**config.mk**
```make
export PLATFORM = sky130hd
export DESIGN_NAME = modular_exponentiation
export DESIGN_NICKNAME = d
export VERILOG_FILES = /design/src/hdl/modexp_pkg.sv /design/src/hdl/modular_exponentiation.sv
export SDC_FILE = /design/constraint.sdc
export NUM_CORES = 1
export LEC_CHECK = 0
export ABC_AREA = 1
export BUFFER_PORTS_ARGS = -buffer_cell sky130_fd_sc_hd__clkbuf_2
export CAP_MARGIN = 5
export CORE_ASPECT_RATIO = 0.5
export CORE_MARGIN = 10
export CORE_UTILIZATION = 31
export CTS_BUF_LIST = sky130_fd_sc_hd__clkbuf_4 sky130_fd_sc_hd__clkbuf_8 sky130_fd_sc_hd__clkbuf_16
export CTS_CLUSTER_DIAMETER = 40
export DETAILED_ROUTE_END_ITERATION = 12
export GPL_TIMING_DRIVEN = 0
export SYNTH_ARGS = -nofsm -noshare
export SYNTH_HDL_FRONTEND = slang
export SYNTH_SLANG_ARGS = --single-unit
```
**constraint.sdc**
```tcl
create_clock -name clock -period 17.4 [get_ports clock]
set_clock_uncertainty 0.2 [all_clocks]
set_input_delay 2.61 -clock clock [delete_from_list [all_inputs] [get_ports clock]]
set_output_delay 2.61 -clock clock [all_outputs]
set_load 0.01 [all_outputs]
```
**src/hdl/modexp_pkg.sv**
```systemverilog
package modexp_pkg;

   localparam int MOD_WIDTH       = 32;
   localparam int EXP_WIDTH       = 64;
   localparam int BASE_WIDTH      = 32;
   localparam int CSR_INDEX_WIDTH = 8;
   localparam int CSR_DATA_WIDTH  = 64;

   localparam int STEP_CNT_WIDTH  = $clog2(BASE_WIDTH);
   localparam int BITS_LEFT_WIDTH = $clog2(EXP_WIDTH);

   localparam logic [CSR_INDEX_WIDTH-1:0] REG_MODULUS  = CSR_INDEX_WIDTH'(0);
   localparam logic [CSR_INDEX_WIDTH-1:0] REG_EXPONENT = CSR_INDEX_WIDTH'(1);

   typedef enum logic [2:0] {
      ST_IDLE,
      ST_REDUCE,
      ST_NORM,
      ST_SQUARE,
      ST_MULT,
      ST_DONE
   } state_type;

endpackage

```
**src/hdl/modular_exponentiation.sv**
```systemverilog
// Modular exponentiation: each base transfer returns base^exponent mod modulus, computed
// left to right by square-and-multiply on a single shift-add-reduce modular multiplier that
// takes one multiplier bit per cycle. The base is reduced first, the exponent is then
// normalized one bit per cycle to drop its leading zeros and its top set bit, and every
// remaining exponent bit costs one square plus one multiply when the bit is set; the done
// state then moves the answer to the output register once that register is free. An
// exponent of zero answers 1 mod n after the reduction, and a modulus of zero answers 0 at
// once. The input is stalled while an item is in work; the next base is taken as soon as
// the finished result sits in the output register, even if the consumer still stalls it.
// Modulus and exponent are written through the csr port, which is ready only while the
// block is idle with no result pending and no base offered; unknown register indexes are
// ignored.
module modular_exponentiation (
   input  logic                                   clock,
   input  logic                                   reset,
   input  logic                                   req_valid,
   output logic                                   req_stall,
   input  logic [modexp_pkg::BASE_WIDTH-1:0]      req_base,
   output logic                                   rsp_valid,
   input  logic                                   rsp_stall,
   output logic [modexp_pkg::BASE_WIDTH-1:0]      rsp_result,
   input  logic                                   csr_valid,
   output logic                                   csr_ready,
   input  logic [modexp_pkg::CSR_INDEX_WIDTH-1:0] csr_index,
   input  logic [modexp_pkg::CSR_DATA_WIDTH-1:0]  csr_wdata
);

   localparam int MW = modexp_pkg::MOD_WIDTH;
   localparam int EW = modexp_pkg::EXP_WIDTH;
   localparam int BW = modexp_pkg::BASE_WIDTH;
   localparam int CW = modexp_pkg::STEP_CNT_WIDTH;
   localparam int LW = modexp_pkg::BITS_LEFT_WIDTH;

   // configuration registers
   logic [MW-1:0] mod_ff, mod_in;
   logic [EW-1:0] exp_cfg_ff, exp_cfg_in;

   // sequencer
   modexp_pkg::state_type state_ff, state_in;

   // exponent scan
   logic [EW-1:0] exp_ff, exp_in;
   logic [LW-1:0] bits_left_ff, bits_left_in;

   // working values
   logic [MW-1:0] acc_ff, acc_in;
   logic [MW-1:0] rbase_ff, rbase_in;

   // shared modular multiplier: prod = opa * opm mod n, one bit of opa per cycle
   logic [BW-1:0] opa_ff, opa_in;
   logic [MW-1:0] opm_ff, opm_in;
   logic [MW-1:0] prod_ff, prod_in;
   logic [CW-1:0] cnt_ff, cnt_in;

   // output register
   logic          rsp_valid_ff, rsp_valid_in;
   logic [BW-1:0] rsp_result_ff, rsp_result_in;

   // multiplier datapath
   logic [MW:0]   n_ext;
   logic [MW:0]   dbl;
   logic [MW-1:0] dbl_red;
   logic [MW-1:0] addend;
   logic [MW:0]   sum;
   logic [MW:0]   sum_sub;
   logic [MW:0]   dbl_sub;
   logic [MW-1:0] prod_next;
   logic          step_last;

   logic req_xfer;
   logic csr_xfer;
   logic rsp_free;

   assign req_stall  = (state_ff != modexp_pkg::ST_IDLE);
   assign req_xfer   = req_valid && !req_stall;
   // hold off register writes while a base is offered so a transfer never mixes settings
   assign csr_ready  = (state_ff == modexp_pkg::ST_IDLE) && !rsp_valid_ff && !req_valid;
   assign csr_xfer   = csr_valid && csr_ready;
   assign rsp_valid  = rsp_valid_ff;
   assign rsp_result = rsp_result_ff;
   assign rsp_free   = !rsp_valid_ff || !rsp_stall;

   // double the partial remainder, reduce, add the selected addend, reduce again;
   // both stay below 2n so one subtract each is enough
   assign n_ext     = {1'b0, mod_ff};
   assign dbl       = {prod_ff, 1'b0};
   assign dbl_sub   = dbl - n_ext;
   assign dbl_red   = (dbl >= n_ext) ? dbl_sub[MW-1:0] : dbl[MW-1:0];
   assign addend    = opa_ff[BW-1] ? opm_ff : '0;
   assign sum       = {1'b0, dbl_red} + {1'b0, addend};
   assign sum_sub   = sum - n_ext;
   assign prod_next = (sum >= n_ext) ? sum_sub[MW-1:0] : sum[MW-1:0];
   assign step_last = (cnt_ff == CW'(BW - 1));

   always_ff @(posedge clock) begin
      if (reset) begin
         state_ff     <= modexp_pkg::ST_IDLE;
         mod_ff       <= MW'(1);
         exp_cfg_ff   <= '0;
         rsp_valid_ff <= 1'b0;
      end else begin
         state_ff     <= state_in;
         mod_ff       <= mod_in;
         exp_cfg_ff   <= exp_cfg_in;
         rsp_valid_ff <= rsp_valid_in;
      end
   end

   always_ff @(posedge clock) begin
      exp_ff        <= exp_in;
      bits_left_ff  <= bits_left_in;
      acc_ff        <= acc_in;
      rbase_ff      <= rbase_in;
      opa_ff        <= opa_in;
      opm_ff        <= opm_in;
      prod_ff       <= prod_in;
      cnt_ff        <= cnt_in;
      rsp_result_ff <= rsp_result_in;
   end

   always_comb begin
      state_in      = state_ff;
      mod_in        = mod_ff;
      exp_cfg_in    = exp_cfg_ff;
      exp_in        = exp_ff;
      bits_left_in  = bits_left_ff;
      acc_in        = acc_ff;
      rbase_in      = rbase_ff;
      opa_in        = opa_ff;
      opm_in        = opm_ff;
      prod_in       = prod_ff;
      cnt_in        = cnt_ff;
      rsp_valid_in  = rsp_valid_ff;
      rsp_result_in = rsp_result_ff;

      // drop the result once the consumer takes it
      if (rsp_valid_ff && !rsp_stall) begin
         rsp_valid_in = 1'b0;
      end

      if (csr_xfer) begin
         if (csr_index == modexp_pkg::REG_MODULUS) begin
            mod_in = csr_wdata[MW-1:0];
         end else if (csr_index == modexp_pkg::REG_EXPONENT) begin
            exp_cfg_in = csr_wdata[EW-1:0];
         end
      end

      case (state_ff)
         modexp_pkg::ST_IDLE: begin
            if (req_xfer) begin
               if (mod_ff == '0) begin
                  acc_in   = '0;
                  rbase_in = '0;
                  state_in = modexp_pkg::ST_DONE;
               end else begin
                  // base mod n as base * 1 mod n
                  opa_in   = req_base;
                  opm_in   = MW'(1);
                  prod_in  = '0;
                  cnt_in   = '0;
                  state_in = modexp_pkg::ST_REDUCE;
               end
            end
         end

         modexp_pkg::ST_REDUCE: begin
            prod_in = prod_next;
            opa_in  = opa_ff << 1;
            cnt_in  = cnt_ff + CW'(1);
            if (step_last) begin
               rbase_in = prod_next;
               if (exp_cfg_ff == '0) begin
                  acc_in   = (mod_ff == MW'(1)) ? '0 : MW'(1);
                  state_in = modexp_pkg::ST_DONE;
               end else begin
                  acc_in       = prod_next;
                  exp_in       = exp_cfg_ff;
                  bits_left_in = LW'(EW - 1);
                  state_in     = modexp_pkg::ST_NORM;
               end
            end
         end

         modexp_pkg::ST_NORM: begin
            // shift out leading zeros, then the top set bit itself
            exp_in = exp_ff << 1;
            if (exp_ff[EW-1]) begin
               if (bits_left_ff == '0) begin
                  state_in = modexp_pkg::ST_DONE;
               end else begin
                  opa_in   = BW'(acc_ff);
                  opm_in   = acc_ff;
                  prod_in  = '0;
                  cnt_in   = '0;
                  state_in = modexp_pkg::ST_SQUARE;
               end
            end else begin
               bits_left_in = bits_left_ff - LW'(1);
            end
         end

         modexp_pkg::ST_SQUARE, modexp_pkg::ST_MULT: begin
            prod_in = prod_next;
            opa_in  = opa_ff << 1;
            cnt_in  = cnt_ff + CW'(1);
            if (step_last) begin
               acc_in = prod_next;
               if ((state_ff == modexp_pkg::ST_SQUARE) && exp_ff[EW-1]) begin
                  opa_in   = BW'(prod_next);
                  opm_in   = rbase_ff;
                  prod_in  = '0;
                  cnt_in   = '0;
                  state_in = modexp_pkg::ST_MULT;
               end else if (bits_left_ff == LW'(1)) begin
                  state_in = modexp_pkg::ST_DONE;
               end else begin
                  // advance to the next exponent bit
                  exp_in       = exp_ff << 1;
                  bits_left_in = bits_left_ff - LW'(1);
                  opa_in       = BW'(prod_next);
                  opm_in       = prod_next;
                  prod_in      = '0;
                  cnt_in       = '0;
                  state_in     = modexp_pkg::ST_SQUARE;
               end
            end
         end

         modexp_pkg::ST_DONE: begin
            // hold until the output register is free
            if (rsp_free) begin
               rsp_valid_in  = 1'b1;
               rsp_result_in = BW'(acc_ff);
               state_in      = modexp_pkg::ST_IDLE;
            end
         end

         default: begin
            state_in = modexp_pkg::ST_IDLE;
         end
      endcase
   end

   // the partial remainder of the multiplier never reaches the modulus
   assert property (@(posedge clock) disable iff (reset)
      ((state_ff == modexp_pkg::ST_SQUARE) || (state_ff == modexp_pkg::ST_MULT))
         |-> (prod_ff < mod_ff))
      else $error("multiplier remainder not below modulus");

   // an accepted base puts the sequencer to work
   assert property (@(posedge clock) disable iff (reset)
      req_xfer |=> (state_ff != modexp_pkg::ST_IDLE))
      else $error("sequencer idle after base transfer");

   // a result only appears on leaving the done state
   assert property (@(posedge clock) disable iff (reset)
      $rose(rsp_valid_ff) |-> ($past(state_ff) == modexp_pkg::ST_DONE))
      else $error("result raised outside done state");

   // the done state never overwrites a result still held by the consumer
   assert property (@(posedge clock) disable iff (reset)
      ((state_ff == modexp_pkg::ST_DONE) && rsp_valid_ff && rsp_stall)
         |=> (state_ff == modexp_pkg::ST_DONE) && $stable(rsp_result_ff))
      else $error("pending result overwritten");

endmodule

```
# [Yosys cells after proc, flatten, opt, wreduce, memory -nomap -nowiden]
# Index checks and enable logic that the tools add are counted.
# W data, S select, Z words.
[word_totals] ram_bits=0 n_memories=0 input_bits=109 mem_bits_ro=0 out_inout_bits=35 ff_bits=367 latch_bits=0
[classes] magnitude_cmp=2 addsub=5 eq_ne=22 bitwise_logic=1 n_shift=0 div=0 mul=0 n_reduce_logical=33 n_mux=68
[op_table] operator="$mux W32" count=27
[op_table] operator="$mux W64" count=5
[op_table] operator="$pmux W32 S4" count=2
[op_table] operator="$pmux W32 S3" count=2
[op_table] operator="$pmux W64 S3" count=1
[op_table] operator="$ge A33 B32 Y1" count=2
[op_table] operator="$logic_not A64 Y1" count=1
[op_table] operator="$pmux W32 S2" count=1
[op_table] operator="$sub A32 B32 Y32" count=2
[op_table] operator="$mux W6" count=6
[op_table] operator="$mux W5" count=7
[op_table] operator="$add A32 B32 Y33" count=1
[op_table] operator="$eq A32 B1 Y1 const B" count=1
[op_table] operator="$logic_not A32 Y1" count=1
[op_table] operator="$mux W3" count=10
[op_table] operator="$ne A2 B2 Y1 const B" count=11
[op_table] operator="$pmux W5 S4" count=1
[op_table] operator="$pmux W6 S3" count=1
[op_table] operator="$pmux W3 S5" count=1
[op_table] operator="$reduce_and A5 Y1" count=3
[op_table] operator="$reduce_and A7 Y1" count=2
[op_table] operator="$reduce_bool A3 Y1" count=4
[op_table] operator="$eq A8 B1 Y1 const B" count=1
[op_table] operator="$logic_not A8 Y1" count=1
[op_table] operator="other kinds (23)" count=37

# [Logic depth before layout (Yosys ltp)]
# Gate-level depths: netlist (run 1).
[logic_depth] ltp_word=9 depth_mapped=43 mapped_depth_nobuf=42

# [Worst setup path after synthesis (run 1)]
# OpenSTA, ideal clock, no wires.
[synth_timing] kind="input port to flip-flop" from="input port req_valid" to="register opm_ff[0], enable pin" setup_time_ns=0.502 path_slack_ns=10.686 t_arrival_ns=6.013 required_ns=16.698 path_buffers=0 path_stages=5 cell_sequence="or2_4 -> o21ai_0 -> inv_1 -> nand2_1 -> nor4_1"
[synth_between] elab_chain_len=3
[synth_lines] item="start: declaration" line_no="modular_exponentiation.sv:16" rtl="input logic req_valid,"
[synth_lines] item="$logic_and A1 B1 Y1" line_no="modular_exponentiation.sv:75" rtl="assign req_xfer = req_valid && !req_stall;"
[synth_lines] item="$ne A2 B2 Y1 (no line)"
[synth_lines] item="$reduce_and A7 Y1 (no line)"
[synth_lines] item="end signal: assignment" line_no="modular_exponentiation.sv:115" rtl="opm_ff <= opm_in;"
[synth_lines] item="end: declaration" line_no="modular_exponentiation.sv:51" rtl="logic [MW-1:0] opm_ff, opm_in;"
# No other way between the ends.
# A chain may end at the register's enable or synchronous reset.

# [Worst setup path after layout (run 1)]
[layout_timing] from="register mod_ff[0]" to="register prod_ff[19] (data pin)"
[layout_between] elab_chain_len=9 elab_cells_between_ends=11 cone_classes="3 x add/sub; 2 x order compare; 6 x mux"
[layout_lines] item="start: declaration" line_no="modular_exponentiation.sv:35" rtl="logic [MW-1:0] mod_ff, mod_in;"
[layout_lines] item="start signal: assignment" line_no="modular_exponentiation.sv:103" rtl="mod_ff <= mod_in;"
[layout_lines] item="$sub A32 B32 Y32 or $ge A33 B32 Y1 (tied branches)" line_no="modular_exponentiation.sv:87, modular_exponentiation.sv:88"
[layout_lines] item="$mux W32" line_no="modular_exponentiation.sv:88" rtl="assign dbl_red = (dbl >= n_ext) ? dbl_sub[MW-1:0] : dbl[MW-1:0];"
[layout_lines] item="$add A32 B32 Y33" line_no="modular_exponentiation.sv:90" rtl="assign sum = {1'b0, dbl_red} + {1'b0, addend};"
[layout_lines] item="$sub A32 B32 Y32 or $ge A33 B32 Y1 (tied branches)" line_no="modular_exponentiation.sv:91, modular_exponentiation.sv:92"
[layout_lines] item="$mux W32 (*)" line_no="modular_exponentiation.sv:92" rtl="assign prod_next = (sum >= n_ext) ? sum_sub[MW-1:0] : sum[MW-1:0];"
[layout_lines] item="$mux W32" line_no="modular_exponentiation.sv:215" rtl="end else if (bits_left_ff == LW'(1)) begin"
[layout_lines] item="$mux W32" line_no="modular_exponentiation.sv:209" rtl="if ((state_ff == modexp_pkg::ST_SQUARE) && exp_ff[EW-1]) begin"
[layout_lines] item="$mux W32" line_no="modular_exponentiation.sv:207" rtl="if (step_last) begin"
[layout_lines] item="$pmux W32 S4 (*)" line_no="modular_exponentiation.sv:149" rtl="case (state_ff)"
[layout_lines] item="net prod_in[19]" line_no="modular_exponentiation.sv:52" rtl="logic [MW-1:0] prod_ff, prod_in;"
[layout_lines] item="end signal: assignment" line_no="modular_exponentiation.sv:116" rtl="prod_ff <= prod_in;"
[layout_lines] item="end: declaration" line_no="modular_exponentiation.sv:52"
# Mark *: on every way through the listed nets, which the timed path passes. The rest lies on a longest branch.

==> metrics.yaml, run 1 <==
status: "completed"
yosysSeqAreaShare_pct: 45.3
htreeDepth: 2
yosys.area.top_type: "edfxtp_1"
cts-root-buf: "clkbuf_16"
endpoint_kind: "flop"
crit_path_end: "prod_ff[19]$_DFFE_PP_"
wire_per_inst_microns: 19.6
clk-insertion-delay-late_ns: 0.61
dr.pass1.iters: 5
max_stage_delay_ns: 0.64
fin_setup_tns_ns: 0
r2r-end: "prod_ff[19]$_DFFE_PP_"
relSlewSlack_pct: 6.29
max_freq_ghz: 0.125
hold_path_class: "reg -> reg"
r2r_start: "mod_ff[0]$_SDFFE_PP1P_"
timing.final.crit_share_pct: 46.0
initial_utilization_pct: 31.2
die_area_sq_mm: 0.0830
fin_crit_ns: 8.01
rsz0062_at_grt: "no"
area_growth_pct: 17.0
vias: 20100
crit_type: "reg -> reg"
gr-total-overflow: 0
final_hold_viol_count: 0
drive_above_1_share_pct: 10.3
grt_pass1_vias: 19600
synth_cell_types: 58
cts_setup_buffers: 0
ff2ff_setup_slack_ns: 9.39
synth_warnings: 0
track_usage_pct: 18.5
die_x_microns: 398
rr_worst_depth: 32
fillers: 7457
syn-instance-count: 2884
syn_avg_cell_area_sq_um: 7.67
cts_tree: "done"
finalWirelength_microns: 79900
syn-num-nets: 3096
ys_async_sr_fraction_pct: 0
ios: 144
final_area_sq_mm: 0.0259
synth_edf_count: 267
path_clk_slew_ns: 0.06
syn_area_sq_mm: 0.0221
synth-main-ff-cell: "edfxtp_1"
tritoncts.num_buffers: 48
placed_cell_area_sq_mm: 0.0242
crit_arrival_ns: 8.20
gp_congestion: 0.975
seqCellArea_sq_mm: 0.0100
io_buffer_count: 143
fin_nets: 3299
required_ns: 17.59
antenna_found_initial: 2
via_per_inst: 4.91
worst_pin_slew_ns: 1.40
drc: 0
core_sq_mm: 0.0708
crit_slowest_cell: "dfxtp_1"
multiInputGateArea_sq_mm: 0.0106
clkSinkCount: 367
hpwl_microns: 65200
cp_max_fo: 10
synthTopCellsByCount: "873 x nand2_1, 406 x nor2_1, 282 x inv_1"
dp_cells: 3995
hold_buffers: 0
post_cts.resized_instances: 0
yosysMostFrequentCell: "nand2_1"
instances_no_fill: 4085
slew_viol_final: 0
rows: 69
die_h_microns: 209
crit_start: "mod_ff[0]$_SDFFE_PP1P_"
grt_pass1_wl_microns: 117000
clockBufferDepth: 3
postRouteAntennaNets: 0
setup_viol: 0
ys_seq_elements: 367
yosysTopAreaCellShare_pct: 36.3
synth.area.top_cells: "edfxtp_1 36%, nand2_1 15%, dfxtp_1 9.1%, nor2_1 6.9%, ha_1 5.7%"
crit_top_cell: "nand2_1"
grt_max_degree: 34
drtIter0Drc: 1694
startpoint_type: "flop"
drv_cap: 0
## area by class of cell
| type | instances | area share, % |
|---|---|---|
| Antenna cell | 2 | 0.0193 |
| Buffer | 87 | 1.78 |
| Tap cell | 958 | 4.63 |
| Clock buffer | 53 | 4.81 |
| Multi-Input combinational cell | 2135 | 40.8 |
| Sequential cell | 367 | 38.7 |
| Inverter | 295 | 4.29 |
| Clock inverter | 35 | 1.59 |
| Timing Repair Buffer | 153 | 3.35 |
## worst min path at each step
stage | from | to | slack, ns | cells past startpoint
final | acc_ff[2]$_DFFE_PP_ | rsp_result[2]$_DFFE_PP_ | 0.25 | 0
after global routing | acc_ff[24]$_DFFE_PP_ | rsp_result[24]$_DFFE_PP_ | 0.26 | 0
after CTS | acc_ff[4]$_DFFE_PP_ | rsp_result[4]$_DFFE_PP_ | 0.25 | 0
after detailed placement | acc_ff[2]$_DFFE_PP_ | rsp_result[2]$_DFFE_PP_ | 0.24 | 0
after global placement | acc_ff[24]$_DFFE_PP_ | rsp_result[24]$_DFFE_PP_ | 0.24 | 0
after floorplan | acc_ff[0]$_DFFE_PP_ | rsp_result[0]$_DFFE_PP_ | 0.23 | 0
## cell families (layout without fill, tap and decap cells)
family | after synthesis | in the layout | synth area share (%)
simple gates | 1547 | 1547 | 28.5
compound gates | 419 | 419 | 10.5
buf+inv | 382 | 623 | 7.09
flops | 367 | 367 | 45.3
fa+ha+maj | 103 | 103 | 5.93
xor+xnor | 66 | 66 | 2.61
other cells | 0 | 2 | 0
## metal layers
metal	vias to the layer above	part of all wire, %	track usage [%]
met1	9432	45	24.8
met4	0	2.9	5.59
met3	98	7.8	4.21
met2	614	44	29.5
li1	9933	-	-
met5	-	0	0
## per-stage QoR
step           utilization, %  setup slack [ns]  hold slack, ns
6_report                 36.5              9.39           0.250
3_5_place_dp             34.2              9.63           0.237
3_3_place_gp             33.9              8.17           0.236
2_1_floorplan               -             10.69           0.227
5_1_grt                  36.5              8.98           0.257
4_1_cts                  36.5              9.56           0.251
## worst max-delay path, delay by kind of cell, from the launching register on
| kind | cells | cell delay (ns) |
|---|---|---|
| xor gates and xnor gates | 2 | 0.59 |
| buffers and inverters | 4 | 0.70 |
| AOI/OAI and AO/OA | 5 | 1.50 |
| adders and majority gates | 3 | 1.25 |
| and+or+nand+nor | 18 | 2.93 |
| DFF | 1 | 0.64 |
## cell usage in the layout (no fill, tap or decap), drive strengths merged, types with 2 or more instances in the layout
cell type and n:
o21bai 23, a31oi 5, o211ai 16, nor4 17
xor2 27, nor3 23, buf 41, or2 8
xnor2 39, fa 3, nand3b 12, edfxtp 267
clkinv 21, diode 2, and2 2, ha 100
nand2 877, nor3b 3, dfxtp 100, a21o 9
a21boi 3, inv 302, o221ai 2, and3 2
bufinv 2, nor2 411, clkbuf 252, nand3 168
a21oi 181, o21ai 169, nand4 22, o21a 6
clkinvlp 5
## registers in the layout, indices dropped and copies added, names as in the netlist
register / cells
opa_ff: 32
rsp_result: 32
rbase_ff: 32
state_ff: 3
exp_ff: 64
prod_ff: 32
bits_left_ff: 6
cnt_ff: 5
exp_cfg_ff: 64
mod_ff: 32
rsp_valid: 1
acc_ff: 32
opm_ff: 32
Power of run 1 is left out: the tool's default activity adds up to more than one toggle a clock period on the data nets, which glitch-free logic cannot reach.
==> run 2, diff against run 1 <==
ABC_AREA = 0   (was 1)
clock period = 7.6 ns   (was 17.4 ns; I/O delays follow)
==> run 2 against run 1 <==
Effect of this change: the flow now finishes with violations (setup timing); critical path depth stayed put; highest routed layer unchanged; synthesized cell count is 23% lower; sequential share of layout area is 0.31 points lower; register-to-register slack worse by 10 ns; cell area is 0.89% higher; global-route usage is 2.4 points lower; core utilization is 3.3 points higher; synthesized area is 6.3% lower; clock-buffer cell count is 9 higher; sequential cell count stayed put; critical path type unchanged; wire length is 17% lower.
==> metrics.yaml, run 2 <==
drtIter0Drc: 1835  # was 1694
htreeDepth: 2  # unchanged
io_buffer_count: 142  # was 143
hold_buffers: 0  # unchanged
syn-num-nets: 2446  # was 3096
tritoncts.num_buffers: 46  # was 48
initial_utilization_pct: 31.6  # was 31.2%
syn-instance-count: 2234  # was 2884
crit_type: "reg -> reg"  # unchanged
syn_area_sq_mm: 0.0207  # was 0.0221 sq mm
setup_slack_ns: -0.561  # was 9.39 ns
wire_per_inst_microns: 19.4  # was 19.6 microns
rows: 66  # was 69
synth.area.top_cells: "edfxtp_1 39%, dfxtp_1 9.7%, nand2_1 8.5%, ha_1 6.0%, a21oi_1 5.6%"  # was edfxtp_1 36%, nand2_1 15%, dfxtp_1 9.1%, nor2_1 6.9%, ha_1 5.7%
final_common_cell: "nand2_1"  # unchanged
instances_no_fill: 3416  # was 4085
gp_congestion: 0.900  # was 0.975
startpoint_type: "flop"  # unchanged
cts_tree: "done"  # unchanged
clkSinkCount: 367  # unchanged
cp_max_fo: 7  # was 10
antenna_found_initial: 0  # was 2
endpoint_kind: "flop"  # unchanged
ys_seq_elements: 367  # unchanged
core_sq_mm: 0.0656  # was 0.0708 sq mm
slew_viol_final: 0  # unchanged
ys_async_sr_fraction_pct: 0  # unchanged
dr.pass1.iters: 10  # was 5
cp_num_buf_inv: 6  # was 4
crit_slowest_cell: "or4b_4"  # was dfxtp_1
setup_viol: 160  # was 0
fin_crit_ns: 8.16  # was 8.01 ns
rsz0062_at_grt: "yes"  # was no
clk-insertion-delay-late_ns: 0.58  # was 0.61 ns
max_stage_delay_ns: 0.57  # was 0.64 ns
area_growth_pct: 26.0  # was 17.0%
gr-total-overflow: 0  # unchanged
syn_avg_cell_area_sq_um: 9.27  # was 7.67 sq um
yosysMostFrequentCell: "nand2_1"  # unchanged
ios: 144  # unchanged
hold_path_class: "reg -> reg"  # unchanged
postRouteAntennaNets: 0  # unchanged
timing.final.crit_share_pct: 107  # was 46.0%
grt_pass1_wl_microns: 101000  # was 117000 microns
relSlewSlack_pct: 26.6  # was 6.29%
worst_pin_slew_ns: 1.10  # was 1.40 ns
drive_above_1_share_pct: 19.6  # was 10.3%
final_hold_viol_count: 0  # unchanged
synth_warnings: 0  # unchanged
drc: 0  # unchanged
grt_max_degree: 39  # was 34
via_per_inst: 5.28  # was 4.91
max_freq_ghz: 0.123  # was 0.125 GHz
path_clk_slew_ns: 0.06  # about the same
track_usage_pct: 16.1  # was 18.5%
hpwl_microns: 50500  # was 65200 microns
drv_cap: 0  # unchanged
fin_nets: 2706  # was 3299
finalWirelength_microns: 66300  # was 79900 microns
dp_cells: 3269  # was 3995
status: "complete, but fails checks"  # was completed
yosysTopAreaCellShare_pct: 38.7  # was 36.3%
utilization_pct: 39.8  # was 36.5%
yosysSeqAreaShare_pct: 48.4  # was 45.3%
vias: 18000  # was 20100
synth_edf_count: 267  # unchanged
die_area_sq_mm: 0.0782  # was 0.0830 sq mm
violations: "setup timing"
crit_family: "simple AND/OR/NAND/NOR gates"  # unchanged
largest_registers: "exp_cfg_ff: 64 flops, exp_ff: 64 flops"  # unchanged
synthTopCellsByCount: "470 x nand2_1, 267 x edfxtp_1, 232 x a21oi_1"  # was 873 x nand2_1, 406 x nor2_1, 282 x inv_1
die_x_microns: 386  # was 398 microns
yosys.area.top_type: "edfxtp_1"  # unchanged
crit_arrival_ns: 8.25  # was 8.20 ns
clockBufferDepth: 3  # unchanged
layout_common_cells: "468 x nand2_1, 267 x edfxtp_1, 211 x a21oi_1"  # was 873 x nand2_1, 402 x nor2_1, 281 x inv_1
synth_cell_types: 79  # was 58
required_ns: 7.69  # was 17.59 ns
grt_pass1_vias: 17400  # was 19600
synth-main-ff-cell: "edfxtp_1"  # unchanged
die_h_microns: 203  # was 209 microns
cts-root-buf: "clkbuf_16"  # unchanged
-- run 2: path summary, 6_finish.rpt --
kind	from	endpoint	slack [ns]	depth (start not counted)
worst max register to register	prod_ff[0]$_DFFE_PP_	prod_ff[31]$_DFFE_PP_	-0.56	32
worst min register to register	mod_ff[25]$_SDFFE_PP0P_	mod_ff[25]$_SDFFE_PP0P_	0.26	2
worst max-delay path	prod_ff[0]$_DFFE_PP_	prod_ff[31]$_DFFE_PP_	-0.56	32
worst min-delay path	mod_ff[25]$_SDFFE_PP0P_	mod_ff[25]$_SDFFE_PP0P_	0.26	2
-- run 2: final cells by class --
class / instances / area [sq um]
fillers: 6515 / 39500
well taps: 884 / 1110
flip-flops and latches: 367 / 10000
plain buffers: 109 / 529
clock buffers: 62 / 1340
clock inverters: 23 / 282
diodes: 1 / 2.50
multi-input cells: 1685 / 11100
inverters: 66 / 248
repair buffers: 219 / 1470
-- run 2: cell families after synthesis --
kind of cell | Yosys count | synth area share, %
simple gates | 871 | 18.3
compound gates | 591 | 17.8
flops | 367 | 48.4
buf+inv | 182 | 3.55
fa+ha+maj | 103 | 6.33
xor+xnor | 82 | 3.47
mux | 38 | 2.23
-- run 2: what timing repair did --
action                     in CTS  in global routing
cloned                          2                  0
pin swaps                     161                 49
setup buffers                  46                 21
setup endpoints to repair     160                160
resized for setup             187                 73
-- run 2: tightest hold or removal path, cell delays in order (launching register included) --
cell	delay, ns
dfxtp_1	0.31
nand2_1	0.05
a21oi_1	0.05
-- run 2: layer usage --
layer,share of wire (%),GRT usage (%),vias to the layer above
li1,-,-,8635
met1,45,22.4,8727
met2,46,25.5,565
met3,6.9,2.89,93
met4,2.3,4.46,0
met5,0,0,-
-- run 2: through the flow --
step	worst slack [ns]	cell area (sq um)	hold slack, ns	TNS (ns)
finish	-0.561	26100	0.257	-73.98
global route	-0.779	26100	0.276	-108.75
CTS	-0.314	25700	0.258	-34.23
detailed placement	-2.95	22700	0.249	-424.14
global placement	-2.86	22500	0.250	-530.92
floorplan	0.0648	20700	0.236	0
Power of run 2 is left out for the same reason.
==> run 3, diff against run 2 <==
CELL_PAD_IN_SITES_DETAIL_PLACEMENT = 0   (was not set)
CELL_PAD_IN_SITES_GLOBAL_PLACEMENT = 2   (was not set)
CTS_BUF_LIST = sky130_fd_sc_hd__clkbuf_8   (was sky130_fd_sc_hd__clkbuf_4 sky130_fd_sc_hd__clkbuf_8 sky130_fd_sc_hd__clkbuf_16)
MAX_ROUTING_LAYER = met4   (was not set)
PLACE_DENSITY_LB_ADDON = 0.1   (was not set)
==> run 3 against run 2 <==
Effect of this change: the flow still finishes with violations (setup timing); first-iteration DRC count down 24%; hold slack is essentially flat; core utilization grew 0.46 points; global-route usage grew 2.8 points; clock-buffer cell count grew 13; sequential cell count is the same; critical path type unchanged; critical endpoint is now opa_ff[14]$_DFFE_PP_.
==> metrics.yaml, run 3 (same netlist as run 2, synthesis figures left out) <==
final_area_sq_mm: 0.0264  # was 0.0261 sq mm
initial_utilization_pct: 31.6  # unchanged
hold_buffers: 0  # unchanged
fin_crit_ns: 8.33  # was 8.16 ns
fin_nets: 2734  # was 2706
max_freq_ghz: 0.120  # was 0.123 GHz
startpoint_type: "flop"  # unchanged
die_x_microns: 386  # unchanged
drc: 0  # unchanged
tritoncts.num_buffers: 61  # was 46
cp_max_fo: 10  # was 7
crit_slowest_cell: "or4b_4"  # unchanged
setup_slack_ns: -0.731  # was -0.561 ns
gr-total-overflow: 0  # unchanged
via_per_inst: 5.18  # was 5.28
grt_max_degree: 50  # was 39
rows: 66  # unchanged
layout_common_cells: "467 x nand2_1, 267 x edfxtp_1, 202 x a21oi_1"  # was 468 x nand2_1, 267 x edfxtp_1, 211 x a21oi_1
antenna_found_initial: 2  # was 0
status: "complete, but fails checks"  # unchanged
timing.final.crit_share_pct: 110  # was 107%
cts-root-buf: "clkbuf_8"  # was clkbuf_16
core_sq_mm: 0.0656  # unchanged
vias: 17900  # was 18000
io_buffer_count: 142  # unchanged
hpwl_microns: 57000  # was 50500 microns
area_growth_pct: 27.5  # was 26.0%
cts_tree: "done"  # unchanged
drtIter0Drc: 1397  # was 1835
relSlewSlack_pct: 13.8  # was 26.6%
max_stage_delay_ns: 0.59  # was 0.57 ns
grt_pass1_wl_microns: 112000  # was 101000 microns
largest_registers: "exp_cfg_ff: 64 flops, exp_ff: 64 flops"  # unchanged
rsz0062_at_grt: "yes"  # unchanged
drive_above_1_share_pct: 21.5  # was 19.6%
wire_per_inst_microns: 21.6  # was 19.4 microns
required_ns: 7.79  # was 7.69 ns
clockBufferDepth: 3  # unchanged
track_usage_pct: 18.9  # was 16.1%
clk-insertion-delay-late_ns: 0.65  # was 0.58 ns
setup_viol: 160  # unchanged
slew_viol_final: 0  # unchanged
cp_num_buf_inv: 11  # was 6
crit_family: "simple AND/OR/NAND/NOR gates"  # unchanged
hold_path_class: "reg -> reg"  # unchanged
path_clk_slew_ns: 0.07  # was 0.06 ns
fillers: 6676  # was 6515
grt_pass1_vias: 17900  # was 17400
final_common_cell: "nand2_1"  # unchanged
placed_cell_area_sq_mm: 0.0227  # about the same
violations: "setup timing"  # unchanged
clkSinkCount: 367  # unchanged
dr.pass1.iters: 6  # was 10
htreeDepth: 2  # unchanged
crit_type: "reg -> reg"  # unchanged
endpoint_kind: "flop"  # unchanged
finalWirelength_microns: 74700  # was 66300 microns
die_h_microns: 203  # unchanged
final_hold_viol_count: 0  # unchanged
ios: 144  # unchanged
worst_pin_slew_ns: 1.29  # was 1.10 ns
fin_setup_tns_ns: -97.39  # was -73.98 ns
drv_cap: 0  # unchanged
gp_congestion: 0.886  # was 0.900
postRouteAntennaNets: 0  # unchanged
crit_arrival_ns: 8.52  # was 8.25 ns
die_area_sq_mm: 0.0782  # unchanged
run 3: changes by cell type in the layout (fill, tap and decap cells not counted), sizes merged:
cell | previous run | this run
clkbuf | 295 | 306
inv | 74 | 87
buf | 95 | 109
clkinvlp | 0 | 4
nand2 | 471 | 472
clkinv | 12 | 9
bufinv | 3 | 6
run 3: through the flow:
step           cells  utilization, %  hold slack [ns]  worst slack (ns)
2_1_floorplan   2234               -            0.236            0.0648
3_5_place_dp    3269            34.6            0.256             -3.37
3_3_place_gp    3260            34.4            0.249             -3.42
6_report        3459            40.3            0.257            -0.731
5_1_grt         3459            40.3            0.289            -0.960
4_1_cts         3434            39.0            0.265            -0.687
run 3: repair_timing:
action,4_1_cts,5_1_grt
buffers inserted,51,30
gates cloned,3,0
pin swaps,132,102
setup endpoints to repair,160,160
gates resized for setup,201,135
run 3: final timing paths:
path | startpoint | end | slack [ns] | cells after the start
max | mod_ff[31]$_SDFFE_PP0P_ | opa_ff[14]$_DFFE_PP_ | -0.73 | 36
min | mod_ff[23]$_SDFFE_PP0P_ | mod_ff[23]$_SDFFE_PP0P_ | 0.26 | 2
max reg2reg | mod_ff[31]$_SDFFE_PP0P_ | opa_ff[14]$_DFFE_PP_ | -0.73 | 36
min reg2reg | mod_ff[23]$_SDFFE_PP0P_ | mod_ff[23]$_SDFFE_PP0P_ | 0.26 | 2
run 3: layout make-up:
cell class | instances | area, sq um | share of cell area (%)
sequential | 367 | 10000 | 38.0
buffer | 108 | 536 | 2.03
multi-input combinational | 1686 | 11500 | 43.4
tap | 884 | 1110 | 4.19
antenna | 1 | 2.50 | 0.00948
inverter | 66 | 255 | 0.967
clock inverter | 40 | 334 | 1.27
clock buffer | 75 | 1030 | 3.91
timing repair buffer | 232 | 1640 | 6.21
run 3: routing by layer:
layer	routed length [microns]	track usage, %
met5	0	-
met3	3290	2.71
met4	1140	3.79
met1	36500	26.8
met2	33700	28.7
run 3: worst reg2reg max path: cells and delay by family, from the launching register on:
kind | cells | cell delay (ns)
compound gates | 9 | 1.26
xor+xnor | 1 | 0.20
simple gates | 11 | 2.89
flops | 1 | 0.36
fa+ha+maj | 3 | 1.04
buf+inv | 11 | 1.74
mux | 1 | 0.38
Power of run 3 is left out for the same reason.
